===== src/rtl/wwg_queue.sv =====
// short queue between front and back end
// no dependencies
module wwg_queue #(
    parameter int DW    = 8,
    parameter int DEPTH = 4
) (
    input  logic          i_clk,
    input  logic          i_rst_n,
    input  logic          i_push,
    input  logic [DW-1:0] i_data,
    input  logic          i_pop,
    output logic          o_valid,
    output logic          o_full,
    output logic [DW-1:0] o_data
);
    localparam int PW = (DEPTH > 1) ? $clog2(DEPTH) : 1;
    localparam int CW = $clog2(DEPTH + 1);

    logic [DW-1:0] r_mem [DEPTH];
    logic [PW-1:0] r_wr, r_rd;
    logic [CW-1:0] r_cnt;

    assign o_valid = r_cnt != '0;
    assign o_full  = 32'(r_cnt) == DEPTH;
    assign o_data  = r_mem[r_rd];

    always_ff @(posedge i_clk) begin
        if (i_push)
            r_mem[r_wr] <= i_data;
    end

    always_ff @(posedge i_clk) begin
        if (!i_rst_n) begin
            r_wr  <= '0;
            r_rd  <= '0;
            r_cnt <= '0;
        end else begin
            if (i_push)
                r_wr <= (32'(r_wr) == DEPTH - 1) ? '0 : r_wr + PW'(1);
            if (i_pop)
                r_rd <= (32'(r_rd) == DEPTH - 1) ? '0 : r_rd + PW'(1);
            if (i_push && !i_pop)
                r_cnt <= r_cnt + CW'(1);
            else if (i_pop && !i_push)
                r_cnt <= r_cnt - CW'(1);
        end
    end

endmodule


===== config.mk =====
export PLATFORM = sky130hd
export DESIGN_NAME = wwg_queue
export DESIGN_NICKNAME = d
export VERILOG_FILES = /design/src/rtl/wwg_queue.sv
export SDC_FILE = /design/constraint.sdc
export NUM_CORES = 1
export LEC_CHECK = 0
export ABC_AREA = 1
export BUFFER_PORTS_ARGS = -buffer_cell sky130_fd_sc_hd__buf_2
export CAP_MARGIN = 20
export CORE_UTILIZATION = 53
export DETAILED_ROUTE_END_ITERATION = 16
export PLACE_DENSITY = 0.74
export SKIP_LAST_GASP = 1
export SYNTH_ARGS = -nofsm -noshare
export SYNTH_HDL_FRONTEND = slang
export SYNTH_SLANG_ARGS = --single-unit

===== constraint.sdc =====
create_clock -name i_clk -period 1.9 [get_ports i_clk]
set_input_delay 0.38 -clock i_clk [delete_from_list [all_inputs] [get_ports i_clk]]
set_output_delay 0.38 -clock i_clk [all_outputs]
set_load 0.05 [all_outputs]

; Word-level counts from Yosys, hierarchy flattened
; Memories as Yosys holds them, arrays and structs flattened. A register that Yosys moved wholly into a read port is not among the register bits.
; Index checks and enable logic that the tools add are counted.
[totals]
regBits = 7
mem_bits_rw = 32
input_bits = 12
output_inout_bits = 10
mem_count = 1
[op_classes]
n_addsub = 4
eq_ne = 3
n_mux = 8
reduce_logical = 6
[mem_list]
columns = name, words, word_bits, read_ports, rd_ports_with_merged_regs, wr, line_no
row1 = r_mem, 4, 8, 1, 1, 1, 19  ; logic [DW-1:0] r_mem [DEPTH];
[ops]
columns = op, count
row1 = $mux 2, 4
row2 = $mux 3, 2
row3 = $add 2x1->2 const B, 2
row4 = $eq 2x2->1 const B, 2
row5 = $add 3x1->3 const B, 1
row6 = $eq 3x3->1 const B, 1
row7 = $reduce_bool 3->1, 1
row8 = $sub 3x1->3 const B, 1
row9 = $logic_and 1x1->1, 2
row10 = $logic_not 1->1, 2
row11 = $mux 1, 2
row12 = $reduce_bool 2->1, 1

; Logic depth before layout (Yosys ltp)
; Gate-level depths: netlist of run 1.
[logic_depth]
depth_word = 4
ltp_mapped = 10
ltp_nobuf = 10

; Least setup slack after synthesis of run 1
; No wires, ideal clock.
[synth_timing]
kind = register -> output
from = reg r_cnt[0]
to = out o_full
t_arrival_ns = 1.431
t_required_ns = 1.520
path_slack_ns = 0.089
stages_incl_launch_ff = 2
cell_sequence = dfxtp_1 -> nor3_1
[synth_between]
elab_chain_cells = 1
[synth_rtl]
columns = item, line_no
row1 = start: declaration, 21  ; logic [CW-1:0] r_cnt;
row2 = start signal: assignment, 43  ; r_cnt <= r_cnt + CW'(1);
row3 = start signal: assignment, 45  ; r_cnt <= r_cnt - CW'(1);
row4 = $eq 3x3->1, 24  ; assign o_full = 32'(r_cnt) == DEPTH;
row5 = end: declaration, 13  ; output logic o_full,
; No other way between the ends.

==> results by group, run 1 <==
STA
  – WHS: around 0.25 ns
  – RSZ-0062 raised after global routing: false
  – Slew HR: between 70 and 80%
  – # setup viols final: 0
  – Slew @ Worst Pin: between 0.4 and 0.5 ns
  – Period utilisation layout: around 94%
  – Worst Skew: roughly 0.011 ns
  – Final Hold Fails: 0
  – Crit path time final: 1.787 ns
  – Max Clk Rate: ~560 MHz
  – Final-report max-slew violation count: 0
  – Setup TNS: 0 ns

Finish
  – Layout net count: approximately 180
  – Utilization after layout: around 65%
  – Number of fill cells: between 200 and 250
  – Number of antenna repair diodes: 0
  – Fin cells: between 150 and 200
  – Area taken by flip-flops and latches: 1146 sq um
  – Area Growth Syn to Fin: 12.63%
  – Layout cells sized above 1: between 20% and 30%
  – Design area: about 1900 sq um
  – Multi-input logic area: between 400 and 500 sq um

Flow run
  – Max Cap Viol: 0

Detailed routing
  – WL/cell: roughly 15 microns
  – Drt drc: 1
  – DR pass1 iterations: 10
  – DRT iter0 DRCs: 42
  – Routed vias/inst: around 5.4
  – DRT antenna net count: 0
  – Post-Route WL: roughly 2.8 mm
  – Via count: 1062

Synthesis
  – Area leader, netlist: edfxtp_1
  – Ys Warns: 0
  – Post-synth ARST share: 0%
  – Post-synth cell types: 19
  – Yosys top cell area share: approximately 58%
  – Register area share after synthesis: approximately 69%
  – FF+latch count, synth: between 40 and 50
  – Top-count cell post-synth: edfxtp_1
  – Mapped cell area: around 1700 sq um
  – Syn_nets: 155
  – Syn avg cell area: 12.16 sq um
  – Most frequent cells after synthesis: 32 x edfxtp_1, 23 x nor2_1, 15 x inv_1, 15 x o21ai_0
  – Main synth FF type: edfxtp_1
  – Synth Instances: ~140
  – Area contributors post-synth: edfxtp_1 58%, dfxtp_1 11%, nor2_1 5.2%
  – EDFF count, synth: 32

Worst setup path
  – Worst R2R Setup Slack: 0.55 ns
  – Critical path's slowest cell: dfxtp_4
  – Crit path capture type: output pin
  – Top delay family on crit path: flip-flops
  – Startpoint Class: register
  – Crit Path Class: register to output pin
  – CP bufs+invs: 2
  – Cell with the most instances on the worst path: buf_4
  – WP data required: between 1.5 and 2 ns
  – CP Data Arrival Time: 1.41 ns
  – Crit-path cells: buf_4 -> o21ai_0 -> o22ai_1 -> buf_4
  – Worst-path fanout max: 10
  – Worst stage delay on the critical path: roughly 0.42 ns

Clock network
  – H-Tree Level Count: 2
  – Reg clk slew, reported paths: 0.11 ns
  – Longest Clk Path Bufs: 2
  – Root Buffer Master: clkbuf_4
  – Num Clock Sinks: between 40 and 50
  – Inserted Clock Buffers: 5
  – Worst-Skew Late Latency: 0.33 ns
  – Post-CTS Setup Inserts: 0
  – TritonCTS clock tree: built

Floorplanning
  – Die ar.: 3348 sq um
  – Io pins: 22
  – Initial Utilization: around 58%
  – Die height: 57.87 microns
  – Die width: around 58 microns
  – Core area: 2853 sq um
  – Num rows: 19

Status
  – Status: finished with violations
  – Failing checks: DRC

Global route
  – Initial antenna violation count: 0
  – Final global-route overflow total: 0
  – Vias in the first global route: between 1000 and 1500
  – Largest net degree at the start of global routing: 17
  – GRT Resource Usage Total: a little under a fifth
  – Global-route wire length before repair: about 4.6 mm

Power
  – Peak supply drop: between 500 and 600 uV
  – Leakage: roughly 0.00076 uW
  – PwrDens: slightly below 1000 nW/um^2

Worst hold path
  – HP Class: primary input to register

Placement
  – Cells after DPL: about 190
  – Gpl congestion: a little over 0.8
  – Hpwl dp: between 2 and 2.5 mm
  – IO buf count: 21
  – Cell Area, Placed: around 1800 sq um
==> cell type report <==
| cell class | instances | share of cell area (%) |
|---|---|---|
| flip-flops and latches | 41 | 61.52 |
| multi-input cells | 77 | 23.10 |
| repair buffers | 22 | 6.716 |
| inverters | 16 | 3.358 |
| clock buffers | 6 | 2.754 |
| well taps | 31 | 2.082 |
| clock inverters | 2 | 0.4701 |
==> layout by cell type, fill, tap and decap left out, drive strengths merged <==
cell / synthesis / routed
ha: 6 / 6
o22ai: 8 / 8
edfxtp: 32 / 32
nand2: 9 / 9
inv: 16 / 16
nand4: 1 / 1
nor2: 25 / 25
nand3: 1 / 1
a21oi: 3 / 3
dfxtp: 9 / 9
xor2: 1 / 1
fa: 1 / 1
clkinv: 0 / 2
buf: 2 / 21
clkbuf: 0 / 7
o21ai: 19 / 19
nor3: 3 / 3
==> per-layer routing <==
metal  GRT usage (%)  wire length, microns  share of wire (%)  vias up
li1                -                     -                  -      527
met1           21.80                  1210                 43      502
met2           31.53                  1462                 51       26
met3           5.580                   120                4.2        7
met4           11.90                    48                1.7        0
met5               0                     0                  0        -
==> where the power goes <==
group          total, uW  switching, uW  internal [uW]
Combinational        340            243           97.2
Sequential          1050           32.5           1020
Clock                431            257            174
==> worst register-to-register path, delay by kind of cell (launching register included) <==
family | cells | cell delay (ns)
simple gates | 1 | 0.06
fa+ha+maj | 1 | 0.21
buf+inv | 1 | 0.30
flops | 1 | 0.42
==> sequential cells by signal (all words and copies together) (netlist names), named ones only <==
register,count
r_rd,2
r_mem,32
r_wr,2
r_cnt,3
==> worst paths after layout <==
path / from / to / depth (start not counted)
max reg2reg: r_wr[0]$_SDFFE_PN0P_ / r_mem[3][3]$_DFFE_PP_ / 3
max: register / o_data[4] / 4
min reg2reg: r_wr[1]$_SDFFE_PN0P_ / r_wr[1]$_SDFFE_PN0P_ / 2
min: i_data[4] / r_mem[3][4]$_DFFE_PP_ / 1
==> kinds of logic (layout without fill, tap and decap cells) <==
logic type	count (synthesis)	count (layout)	share of synthesized area [%]
flops	41	41	68.99
fa+ha+maj	7	7	5.749
xor+xnor	1	1	0.5296
compound gates	30	30	10.14
buf+inv	18	46	4.992
simple gates	39	39	9.606
==> through the flow <==
stage | power, uW | setup WS (ns)
6_report | 1820 | 0.1131
2_1_floorplan | 1311 | 0.08947
5_1_grt | 1899 | 0.01283
3_5_place_dp | 1396 | 0.2495
3_3_place_gp | 1385 | 0.2963
4_1_cts | 1822 | 0.001266
==> what timing repair did <==
item                                    CTS  global route
endpoints found under the setup margin    8             8
resized for setup                         4             9
hold buffers                              0             0
No activity file was read; power rests on OpenSTA's default activity.
==> inputs of run 2 (changes only) <==
Settings changed: CELL_PAD_IN_SITES_DETAIL_PLACEMENT set to 1, CELL_PAD_IN_SITES_GLOBAL_PLACEMENT set to 2, CORE_UTILIZATION 53 to 40, PLACE_DENSITY 0.74 to not set, PLACE_DENSITY_LB_ADDON set to 0.1.
==> run 2 against run 1 <==
The flow now finishes without violations; sequential power hardly changed; clock power grew 55%; power grew 13%; global-route usage decreased by 2.4 points; worst setup slack worse by 0.027 ns; hold slack better by 0.052 ns; via count shrank 1.6%; non-clock buffer count unchanged; flip-flop and latch count is the same; register-to-register slack better by 0.03 ns; die area is 31% higher.
==> results by group, run 2 (same netlist as run 1, synthesis figures left out) <==
Finish
  – Layout cells sized above 1: a little over a fifth
  – Commonest non-fill, non-tap cell in the layout: edfxtp_1
  – Design area: about 1900 sq um
  – Largest register FFs: 32
  – Number of antenna repair diodes: 0
  – Most frequent cells in the layout: 32 x edfxtp_1, 23 x nor2_1, 17 x buf_2, 15 x o21ai_0, 14 x inv_1
  – Area Growth Syn to Fin: 16.72%
  – Layout net count: 182
  – Biggest regs: r_mem x32, r_cnt x3
  – Biggest register: r_mem

Detailed routing
  – DRT iter0 DRCs: 28
  – DR pass1 iterations: 4
  – Post-Route WL: approximately 3.2 mm
  – Via count: 1045
  – Routed vias/inst: slightly below 5
  – Drt drc: 0
  – DRT antenna net count: 0
  – WL/cell: between 10 and 15 microns

Power
  – Peak supply drop: about 590 uV
  – PwrDens: approximately 1100 nW/um^2
  – Switching pwr: roughly 560 uW
  – Clock network power share: between 30% and 40%
  – PnR Total Power: approximately 2000 uW
  – Switch share: between 20% and 30%
  – Combinational power share: between 10% and 20%
  – P_int: about 1500 uW
  – Leakage: just under 0.0008 uW
  – Sequential Power Share: 50.9%

Clock network
  – Post-CTS Setup Inserts: 0
  – Inserted Clock Buffers: 5
  – Longest Clk Path Bufs: 2
  – Reg clk slew, reported paths: 0.08 ns
  – CTS Hold Bufs: 0
  – Worst-Skew Late Latency: 0.28 ns
  – H-Tree Level Count: 2
  – TritonCTS clock tree: built
  – Num Clock Sinks: between 40 and 50
  – Number of gates resized after CTS: 1
  – Root Buffer Master: clkbuf_8

Floorplanning
  – Initial Utilization: 41.65%
  – Die ar.: roughly 4400 sq um
  – Io pins: 22
  – Die width: about 66 microns
  – Num rows: 23
  – Core area: just under 4000 sq um
  – Die height: about 66 microns

Worst setup path
  – Critical path's slowest cell: dfxtp_1
  – WP data required: between 1.5 and 2 ns
  – Crit Path Class: register to output pin
  – Worst-path fanout max: 16
  – Crit-path cells: buf_4 -> o21ai_0 -> o22ai_1 -> clkbuf_4
  – Worst stage delay on the critical path: around 0.34 ns
  – CP Data Arrival Time: about 1.4 ns
  – Crit path capture type: output pin
  – Startpoint Class: register

STA
  – # setup viols final: 0
  – WHS: between 0.3 and 0.4 ns
  – Slew @ Worst Pin: approximately 0.41 ns
  – RSZ-0062 raised after global routing: true
  – Max Clk Rate: roughly 550 MHz
  – Setup TNS: 0 ns
  – Worst Skew: about 0.0080 ns
  – Period utilisation layout: 95.47%
  – Crit path time final: between 1.5 and 2 ns
  – Final Hold Fails: 0
  – Final-report max-slew violation count: 0
  – Slew HR: between 70% and 80%
  – Final worst slack: approximately 0.086 ns

Status
  – Status: completed

Placement
  – Cell Area, Placed: 1807 sq um
  – IO buf count: 21
  – Gpl congestion: between 0.6 and 0.7
  – Place WS: just over 0.2 ns
  – Hpwl dp: 2.184 mm

Global route
  – Global-route wire length before repair: just over 5 mm
  – Largest net degree at the start of global routing: 17
  – GRT Resource Usage Total: about 17%
  – Final global-route overflow total: 0
  – Vias in the first global route: ~1100
  – Initial antenna violation count: 0

Worst hold path
  – HP Class: primary input to register

Flow run
  – Max Cap Viol: 0
## run 2: power by group through the flow
| stage | logic, uW | clock network (uW) | registers, uW |
|---|---|---|---|
| 2_1_floorplan | 251 | 0 | 1060 |
| 6_report | 343 | 668 | 1050 |
| 3_5_place_dp | 340 | 0 | 1070 |
| 3_3_place_gp | 329 | 0 | 1060 |
| 5_1_grt | 376 | 718 | 1050 |
| 4_1_cts | 342 | 694 | 1050 |
## run 2: area by class of cell
| type | count | area, sq um |
|---|---|---|
| clock buffers | 5 | 68.82 |
| clock inverters | 3 | 41.29 |
| fillers | 438 | 2041 |
| inverters | 16 | 62.56 |
| multi-input cells | 77 | 430.4 |
| flip-flops and latches | 41 | 1142 |
| well taps | 50 | 62.56 |
| repair buffers | 22 | 122.6 |
## run 2: through the flow
step,instances,utilization (%)
final,214,48.61
after global routing,214,48.61
after CTS,214,48.27
after detailed placement,206,45.49
after global placement,206,45.49
after floorplan,136,-
## run 2: final timing paths
path | from | end | slack, ns | cells past startpoint
hold reg to reg | r_wr[1]$_SDFFE_PN0P_ | r_wr[1]$_SDFFE_PN0P_ | 0.54 | 2
setup reg to reg | r_wr[0]$_SDFFE_PN0P_ | r_mem[3][6]$_DFFE_PP_ | 0.58 | 3
setup / recovery | register | o_data[1] | 0.09 | 4
hold / removal | i_data[2] | r_mem[0][2]$_DFFE_PP_ | 0.30 | 1
## run 2: layer usage
| layer | GRT usage [%] | vias to the layer above | wire [microns] |
|---|---|---|---|
| met5 | 0 | - | 0 |
| met4 | 7.181 | 0 | 26 |
| met3 | 4.655 | 2 | 85 |
| met2 | 31.12 | 18 | 1768 |
| met1 | 17.22 | 500 | 1277 |
| li1 | - | 525 | - |
## run 2: critical path, delay by kind of cell (launching register included)
kind	cells	cell delay, ns
DFF	1	0.34
buffers and inverters	2	0.48
AOI/OAI and AO/OA	2	0.33
