## config.mk

```make
export PLATFORM = sky130hd
export DESIGN_NAME = wwg_front_flat
export DESIGN_NICKNAME = d
export VERILOG_FILES = /design/src/rtl/wwg_pkg.sv /design/src/rtl/wwg_if.sv /design/src/rtl/wwg_front.sv /design/src/flat_wrapper.sv
export SDC_FILE = /design/constraint.sdc
export NUM_CORES = 1
export LEC_CHECK = 0
export BUFFER_PORTS_ARGS = -buffer_cell sky130_fd_sc_hd__buf_2
export CAP_MARGIN = 0
export CORE_UTILIZATION = 50
export DETAILED_ROUTE_END_ITERATION = 12
export HOLD_SLACK_MARGIN = 0.03
export PLACE_DENSITY = 0.78
export SYNTH_ARGS = -nofsm -noshare
export SYNTH_HDL_FRONTEND = slang
export SYNTH_SLANG_ARGS = --single-unit
```

## constraint.sdc

```tcl
create_clock -name i_clk -period 3.6 [get_ports i_clk]
set_input_delay 0 -clock i_clk [delete_from_list [all_inputs] [get_ports i_clk]]
set_output_delay 0 -clock i_clk [all_outputs]
set_load 0.03 [all_outputs]
```

## src/rtl/wwg_pkg.sv

```systemverilog
// shared types, register codes and the cell rule of the wireworld stepper
// no dependencies
package wwg_pkg;

    localparam int CFG_IDX_W    = 1;
    localparam int CFG_DATA_W   = 13;
    localparam int WIDTH_REG_W  = 11;
    localparam int HEIGHT_REG_W = 13;

    typedef enum logic [CFG_IDX_W-1:0] {
        REG_GRID_WIDTH  = 1'b0,
        REG_GRID_HEIGHT = 1'b1
    } t_reg_idx;

    typedef enum logic [1:0] {
        ST_EMPTY = 2'd0,
        ST_HEAD  = 2'd1,
        ST_TAIL  = 2'd2,
        ST_COND  = 2'd3
    } t_cell;

    // what the front tells the back about one item
    typedef struct packed {
        logic emit;      // a result leaves with this item
        logic last;      // result is the final cell of the grid
        logic top_ok;    // row above the center lies on the grid
        logic bot_ok;    // row below the center lies on the grid
        logic left_ok;   // column left of the center lies on the grid
        logic right_ok;  // column right of the center is the incoming one
    } t_flags;

    function automatic logic [1:0] next_cell(input logic [1:0] s, input logic [3:0] heads);
        logic [1:0] r;
        case (t_cell'(s))
            ST_HEAD: r = ST_TAIL;
            ST_TAIL: r = ST_COND;
            ST_COND: r = (heads == 4'd1 || heads == 4'd2) ? ST_HEAD : ST_COND;
            default: r = ST_EMPTY;
        endcase
        return r;
    endfunction

endpackage

```

## src/rtl/wwg_if.sv

```systemverilog
// valid/ready channels of the wireworld stepper: cells in, results out, register writes
// depends on wwg_pkg
interface wwg_item_if;
    logic       valid;
    logic       ready;
    logic       kind;
    logic [1:0] cell_state;
    modport source(output valid, kind, cell_state, input ready);
    modport sink(input valid, kind, cell_state, output ready);
endinterface


interface wwg_cfg_if;
    logic                          valid;
    logic                          ready;
    logic [wwg_pkg::CFG_IDX_W-1:0] index;
    logic [wwg_pkg::CFG_DATA_W-1:0] data;
    modport source(output valid, index, data, input ready);
    modport sink(input valid, index, data, output ready);
endinterface

```

## src/rtl/wwg_front.sv

```systemverilog
// front end: takes cells and register writes, tracks the raster position
// and classifies each item for the back end; depends on wwg_pkg, wwg_if
module wwg_front #(
    parameter int MAX_WIDTH  = 1024,
    parameter int MAX_HEIGHT = 4096,
    parameter int AW         = $clog2(MAX_WIDTH)
) (
    input  logic            i_clk,
    input  logic            i_rst_n,
    wwg_item_if.sink        i_item,
    wwg_cfg_if.sink         i_cfg,
    input  logic            i_q_full,
    output logic            o_push,
    output logic [AW-1:0]   o_addr,
    output logic [1:0]      o_cell,
    output wwg_pkg::t_flags o_flags,
    output logic            o_restart
);
    import wwg_pkg::*;

    localparam int CW    = $clog2(MAX_WIDTH + 1);
    localparam int HW    = $clog2(MAX_HEIGHT + 1);
    localparam int RW    = $clog2(MAX_HEIGHT + 2);
    localparam int RST_W = (MAX_WIDTH < 64) ? MAX_WIDTH : 64;
    localparam int RST_H = (MAX_HEIGHT < 64) ? MAX_HEIGHT : 64;

    logic [CW-1:0] r_width, n_width;
    logic [HW-1:0] r_height, n_height;
    logic [AW-1:0] r_col, n_col;
    logic [RW-1:0] r_row, n_row;

    logic                    in_acc, cfg_acc, data_phase, emit_a, emit_b, row_end;
    logic [WIDTH_REG_W-1:0]  wv;
    logic [HEIGHT_REG_W-1:0] hv;
    t_flags                  fl;

    assign i_item.ready = !i_q_full;
    assign i_cfg.ready  = 1'b1;
    assign in_acc       = i_item.valid && i_item.ready;
    assign cfg_acc      = i_cfg.valid && i_cfg.ready;
    assign o_restart    = cfg_acc;

    assign wv = i_cfg.data[WIDTH_REG_W-1:0];
    assign hv = i_cfg.data[HEIGHT_REG_W-1:0];

    assign data_phase = 32'(r_row) < 32'(r_height);
    assign emit_a     = (r_col == '0) && (32'(r_row) >= 32'd2);
    assign emit_b     = (r_col != '0) && (32'(r_row) >= 32'd1);
    assign row_end    = (32'(r_col) + 32'd1) >= 32'(r_width);

    always_comb begin
        fl.emit     = emit_a || emit_b;
        fl.last     = emit_a && (32'(r_row) == 32'(r_height) + 32'd1);
        fl.right_ok = emit_b;
        if (emit_a) begin
            // center is the last cell of the row two back
            fl.top_ok  = 32'(r_row) >= 32'd3;
            fl.bot_ok  = 32'(r_row) <= 32'(r_height);
            fl.left_ok = 32'(r_width) >= 32'd2;
        end else begin
            fl.top_ok  = 32'(r_row) >= 32'd2;
            fl.bot_ok  = data_phase;
            fl.left_ok = 32'(r_col) >= 32'd2;
        end
    end

    // drain ticks inside the grid are dropped
    assign o_push  = in_acc && !(i_item.kind && data_phase);
    assign o_addr  = r_col;
    assign o_cell  = data_phase ? i_item.cell_state : ST_EMPTY;
    assign o_flags = fl;

    always_comb begin
        n_width  = r_width;
        n_height = r_height;
        n_col    = r_col;
        n_row    = r_row;
        if (cfg_acc) begin
            case (t_reg_idx'(i_cfg.index))
                REG_GRID_WIDTH: begin
                    if (wv == '0)
                        n_width = CW'(1);
                    else if (32'(wv) > MAX_WIDTH)
                        n_width = CW'(MAX_WIDTH);
                    else
                        n_width = CW'(wv);
                end
                REG_GRID_HEIGHT: begin
                    if (hv == '0)
                        n_height = HW'(1);
                    else if (32'(hv) > MAX_HEIGHT)
                        n_height = HW'(MAX_HEIGHT);
                    else
                        n_height = HW'(hv);
                end
                default: ;
            endcase
            n_col = '0;
            n_row = '0;
        end else if (o_push) begin
            if (fl.last) begin
                n_col = '0;
                n_row = '0;
            end else if (row_end) begin
                n_col = '0;
                n_row = r_row + RW'(1);
            end else begin
                n_col = r_col + AW'(1);
            end
        end
    end

    always_ff @(posedge i_clk) begin
        if (!i_rst_n) begin
            r_width  <= CW'(RST_W);
            r_height <= HW'(RST_H);
            r_col    <= '0;
            r_row    <= '0;
        end else begin
            r_width  <= n_width;
            r_height <= n_height;
            r_col    <= n_col;
            r_row    <= n_row;
        end
    end

endmodule

```

## src/flat_wrapper.sv

```systemverilog
// flat-port wrapper written by rule: the top's interface ports become plain ports
module wwg_front_flat import wwg_pkg::*;
#(
    parameter int MAX_WIDTH  = 1024,
    parameter int MAX_HEIGHT = 4096,
    parameter int AW         = $clog2(MAX_WIDTH)
)
  (i_clk, i_rst_n, i_q_full, o_push, o_addr, o_cell, o_flags, o_restart, i_item_valid, i_item_kind, i_item_cell_state, i_item_ready, i_cfg_valid, i_cfg_index, i_cfg_data, i_cfg_ready);
  wwg_item_if i_item_i ();
  wwg_cfg_if i_cfg_i ();
  input  logic i_clk;
  input  logic i_rst_n;
  input  logic i_q_full;
  output logic o_push;
  output logic [AW-1:0] o_addr;
  output logic [1:0] o_cell;
  output wwg_pkg::t_flags o_flags;
  output logic o_restart;
  input wire logic [$bits(i_item_i.valid)-1:0] i_item_valid;
  input wire logic [$bits(i_item_i.kind)-1:0] i_item_kind;
  input wire logic [$bits(i_item_i.cell_state)-1:0] i_item_cell_state;
  output wire logic [$bits(i_item_i.ready)-1:0] i_item_ready;
  input wire logic [$bits(i_cfg_i.valid)-1:0] i_cfg_valid;
  input wire logic [$bits(i_cfg_i.index)-1:0] i_cfg_index;
  input wire logic [$bits(i_cfg_i.data)-1:0] i_cfg_data;
  output wire logic [$bits(i_cfg_i.ready)-1:0] i_cfg_ready;
  assign i_item_i.valid = i_item_valid;
  assign i_item_i.kind = i_item_kind;
  assign i_item_i.cell_state = i_item_cell_state;
  assign i_item_ready = i_item_i.ready;
  assign i_cfg_i.valid = i_cfg_valid;
  assign i_cfg_i.index = i_cfg_index;
  assign i_cfg_i.data = i_cfg_data;
  assign i_cfg_ready = i_cfg_i.ready;
  wwg_front #(.MAX_WIDTH(MAX_WIDTH), .MAX_HEIGHT(MAX_HEIGHT), .AW(AW)) u_core (.i_clk(i_clk), .i_rst_n(i_rst_n), .i_item(i_item_i), .i_cfg(i_cfg_i), .i_q_full(i_q_full), .o_push(o_push), .o_addr(o_addr), .o_cell(o_cell), .o_flags(o_flags), .o_restart(o_restart));
endmodule
```

**Word level (Yosys, flattened, before mapping)**

Index checks and enable logic that the tools add are counted.

- Equal/unequal tests: 1
- Shift operators: 0
- Muxes and demuxes: 10
- Reduce and logical (&&, ||, !) cells: 18
- Multipliers: 0
- Magnitude comparators: 10
- Divide/modulo/power cells: 0
- Bitwise gates (word level): 2
- $add $sub $neg: 4

Operators with widths:

| kind | number |
|---|---|
| $mux 13 | 4 |
| $eq 13x32->1 | 1 |
| $ge 32x11->1 | 1 |
| $ge 13x2->1 const B | 2 |
| $mux 11 | 2 |
| $mux 10 | 2 |
| $add 13x1->14 const B | 1 |
| $add 13x1->13 const B | 1 |
| $ge 13x1->1 const B | 1 |
| $gt 13x13->1 const B | 1 |
| $le 13x13->1 | 1 |
| $logic_not 13->1 | 1 |
| $lt 13x13->1 | 1 |
| $add 10x1->11 const B | 1 |
| $ge 11x2->1 const B | 1 |
| $gt 11x11->1 const B | 1 |
| $logic_not 11->1 | 1 |
| $add 10x1->10 const B | 1 |
| $ge 10x2->1 const B | 1 |
| $logic_not 10->1 | 1 |
| $reduce_bool 10->1 | 1 |
| $logic_and 1x1->1 | 6 |
| $reduce_and 2->1 | 3 |
| $mux 3 | 1 |
| other kinds (6) | 8 |

- Register bits after elaboration: 47
- Bits in latches: 0
- Memories kept: 0
- Logic and storage cells: 49
- Input bits: 22
- Memory bits (read-only): 0
- RAM bits: 0
- Output and inout port bits: 22

**Depth between registers and ports, before layout**

- Depth in word-level cells: 5
- Depth in mapped cells: 15
- Mapped depth without buffers: 13

**Worst setup path before layout**

Ideal clock, no wire load.

- Path kind: register -> register
- Start: register u_core.r_col[1], in the netlist u_core.o_addr[1]
- End: register u_core.r_col[0], in the netlist u_core.o_addr[0]
- Path buffers: 3
- Path slack: -25 ps
- Period minus slack after synthesis: 3,625 ps
- Required time: 3,530 ps
- Stages on the path, launching flop included: 15
- Library setup time: 70 ps
- Data arrival time: 3,555 ps
- Path through: dfxtp_1 > ha_1 > nand3_1 > or2_2 > clkbuf_1 > nor2_1 > xor2_1 > ha_1 > or3_1 > a221oi_1 > or2_0 > clkbuf_1 > clkbuf_1 > nand4_1 > a21oi_1

- Longest elaborated chain between the ends: 4
- Elaborated cells on any way between the ends: 7
- Those cells by class: add/sub (1); order compare (1); mux (2); reduce/logical (3)

Ends and longest elaborated chain:

| element | line | RTL |
|---|---|---|
| start: declaration | wwg_front.sv:29 | `logic [AW-1:0] r_col, n_col;` |
| start signal: assignment | wwg_front.sv:122 | `r_col <= n_col;` |
| $add 10x1->11 or $logic_not 10->1 (tied branches) | wwg_front.sv:49, wwg_front.sv:47 |  |
| $ge 32x11->1 or $logic_and 1x1->1 (tied branches) | wwg_front.sv:49, wwg_front.sv:47 |  |
| $mux 10 or $logic_and 1x1->1 (tied branches) | wwg_front.sv:104, wwg_front.sv:53 |  |
| $mux 10 * | wwg_front.sv:101 | `if (fl.last) begin` |

Every way passes the cells marked *; elsewhere a longest branch is shown, timed or not.
A chain may end at the register's enable or synchronous reset.

**Worst setup path after layout**

- Start: register u_core.r_col[2], in the netlist u_core.o_addr[2]
- End: register u_core.r_col[4], in the netlist u_core.o_addr[4]

Same word-level chain as after synthesis.

==> results.yml <==
detailed_routing:
  route.met2.wl_um: 5090
  ant_nets: 0
  met1_length_um: 4450
  wire_per_inst_um: 16.5
  highest_layer: "met4"
  drt_pass1_iterations: 5
  wl_met3_um: 722
  drt-initial-drc-count: 333
  drc_errors: 0
  via_per_inst: 6.34
  wirelength_um: 10400
  vias: 4008
status:
  status: "complete, no violations"
synth:
  syn_avg_cell_area_sq_um: 7.60
  synth_most_common_cell: "dfxtp_1"
  synth-edff-count: 0
  synth_area_leaders: "dfxtp_1 24%, ha_1 10%, nand4_1 5.2%"
  synth_fp_nets: 561
  yosysTopAreaCell: "dfxtp_1"
  synth_compound_area_frac: 0.178
  synth_xor_area_frac: 0.0454
  yosys.area_share.simple: 0.341
  post_synth_num_cell_types: 61
  synth_top_area_share: 0.244
  synthTopCellsByCount: "47 x dfxtp_1, 35 x inv_1, 32 x nand3_1, 32 x nand4_1"
  synth_area_sq_mm: 0.00386
  synth_fa_ha_area_frac: 0.106
  synth_top_family_by_area: "simple AND/OR/NAND/NOR gates"
  synth-seq-cells: 47
  synthMuxAreaShare: 0.00292
  ys_seq_area_frac: 0.244
  yosys_warnings: 0
  synthArstFlopShare: 0
  synthFlopType: "dfxtp_1"
  synth_cells: 508
timing:
  worst_pin_slew_ns: 1.23
  finalSetupTns_ns: 0
  slew_headroom: 0.176
  fmax_mhz: 301
  rsz0062_at_grt: "false"
  period_minus_slack_ns: 3.32
  setup_viol: 0
  finalCritPeriodShare: 0.922
  hold_viol_final: 0
  skew_ns: 0.00766
  drv_slew: 0
finish:
  area_growth_syn_to_layout_pct: 11.1
  layout.nets: 587
  stdcell_count: 632
  fill_cells: 670
  multi_input_area_sq_mm: 0.00262
  n_antenna_cell: 0
  finish.utilization: 0.582
  seqCellArea_sq_um: 943
  drive_above_1_share: 0.143
global_route:
  grt-ovfl-total: 0
  grt_antenna_before_repair: 0
  grt_pass1_vias: 3597
  grt_max_degree: 34
  grt_pass1_wl_um: 17400
  track_usage: 0.258
floorplanning:
  die_w_um: 89.9
  dieArea_sq_mm: 0.00808
  rows: 31
  die_h_um: 89.9
  initial_core_util: 0.524
  core-area_sq_mm: 0.00737
  io_pins: 44
critical_path:
  critical_path.max_fanout: 8
  start_kind: "flip-flop"
  critPathKind: "flip-flop to flip-flop"
  critPathRequiredTime_ns: 3.85
  cp.arrival_ns: 3.56
  end_kind: "flip-flop"
placement:
  finalWeightedCongestion: 0.974
  place_inst: 617
  port_buffers: 42
  place.detailed.hpwl_um: 7620
clock_tree:
  path_clk_slew_ns: 0.09
  root_buffer: "clkbuf_8"
  clock_path_buffers: 2
  insertion_delay_ns: 0.29
  htreeDepth: 2
  tritoncts: "yes"
  cts_buffers: 5
  cts.sinks: 47
run:
  max_cap_violations: 0
power:
  max-vdd-ir-drop_v: 0.000168
  p_per_area_mw_per_mm2: 236
  p_leak_nw: 1.77
worst_hold_path:
  min_path_type: "input port to flip-flop"
==> per-layer routing <==
metal,up-vias,track usage
li1,1920,-
met4,0,0.0753
met2,171,0.447
met1,1893,0.335
met3,24,0.0330
met5,-,0
==> critical path: stages (launching register included) <==
cell      delay, ns
dfxtp_1        0.46
nand3_1        0.20
nor2_1         0.26
and3_1         0.27
and3_1         0.23
xor2_1         0.09
ha_1           0.20
or3_1          0.36
a221oi_2       0.24
nor2_2         0.14
buf_4          0.18
or4_1          0.38
o21ai_0        0.16
a21o_1         0.10
==> per-stage QoR <==
stage	setup slack, ns	cell area (sq um)	total power (W)	hold slack (ns)
after floorplan	0.0729	3860	0.000660	0.110
after global routing	0.0155	4290	0.00107	0.0440
after CTS	0.133	4260	0.00102	0.0319
after global placement	0.303	4110	0.000709	0.266
after detailed placement	0.167	4110	0.000714	0.278
final	0.282	4290	0.00101	0.0584
==> layout make-up <==
cell class,count,share of cell area
multi-input cells,383,0.611
flip-flops and latches,47,0.220
repair buffers,62,0.0921
inverters,35,0.0306
well taps,99,0.0289
clock buffers,5,0.0160
clock inverters,1,0.00175
==> what timing repair did <==
action / 4_1_cts / 5_1_grt
gates resized for setup: 0 / 5
setup endpoints to repair: 0 / 10
hold buffers: 8 / 1
setup buffers: 0 / 0
endpoints found under the hold margin: 10 / 1
==> power breakdown <==
| part | switching, W | internal, W |
|---|---|---|
| logic | 0.000107 | 0.0000669 |
| registers | 0.0000118 | 0.000530 |
| clock network | 0.000170 | 0.000129 |
==> cells in the final DEF, fill, tap and decap left out, drive strengths merged, types with 6 or more instances in the layout <==
cell / n
nor3: 9
buf: 53
or4: 8
o211ai: 6
a32oi: 7
nor2: 31
nor3b: 13
or2: 6
o21ai: 16
and3: 17
xnor2: 13
a21oi: 16
nand3: 32
nand4: 33
ha: 31
dfxtp: 47
o21a: 6
nor2b: 18
inv: 35
a22oi: 10
nor4: 20
nand2: 26
dlygate4sd3: 9
xor2: 7
==> sequential cells by signal, indices dropped and copies added, names as in the netlist <==
register and flops:
u_core.r_height 13, u_core.r_row 13, u_core.r_width 11, u_core.o_addr 10
==> worst paths after layout <==
check	startpoint	end	slack, ns	depth (start not counted)
max	u_core.o_addr[2]	u_core.o_addr[4]	0.28	13
min	i_cfg_valid	u_core.r_height[12]	0.06	3
max reg2reg	u_core.o_addr[2]	u_core.o_addr[4]	0.28	13
min reg2reg	u_core.o_addr[1]	u_core.o_addr[1]	0.51	2
==> cells by family after synthesis <==
| family | count (synthesis) |
|---|---|
| AOI/OAI and AO/OA | 97 |
| xor gates and xnor gates | 20 |
| adders and majority gates | 33 |
| buffers and inverters | 78 |
| DFF | 47 |
| muxes | 1 |
| other | 1 |
| and+or+nand+nor | 231 |
No activity file was read; power rests on OpenSTA's default activity.
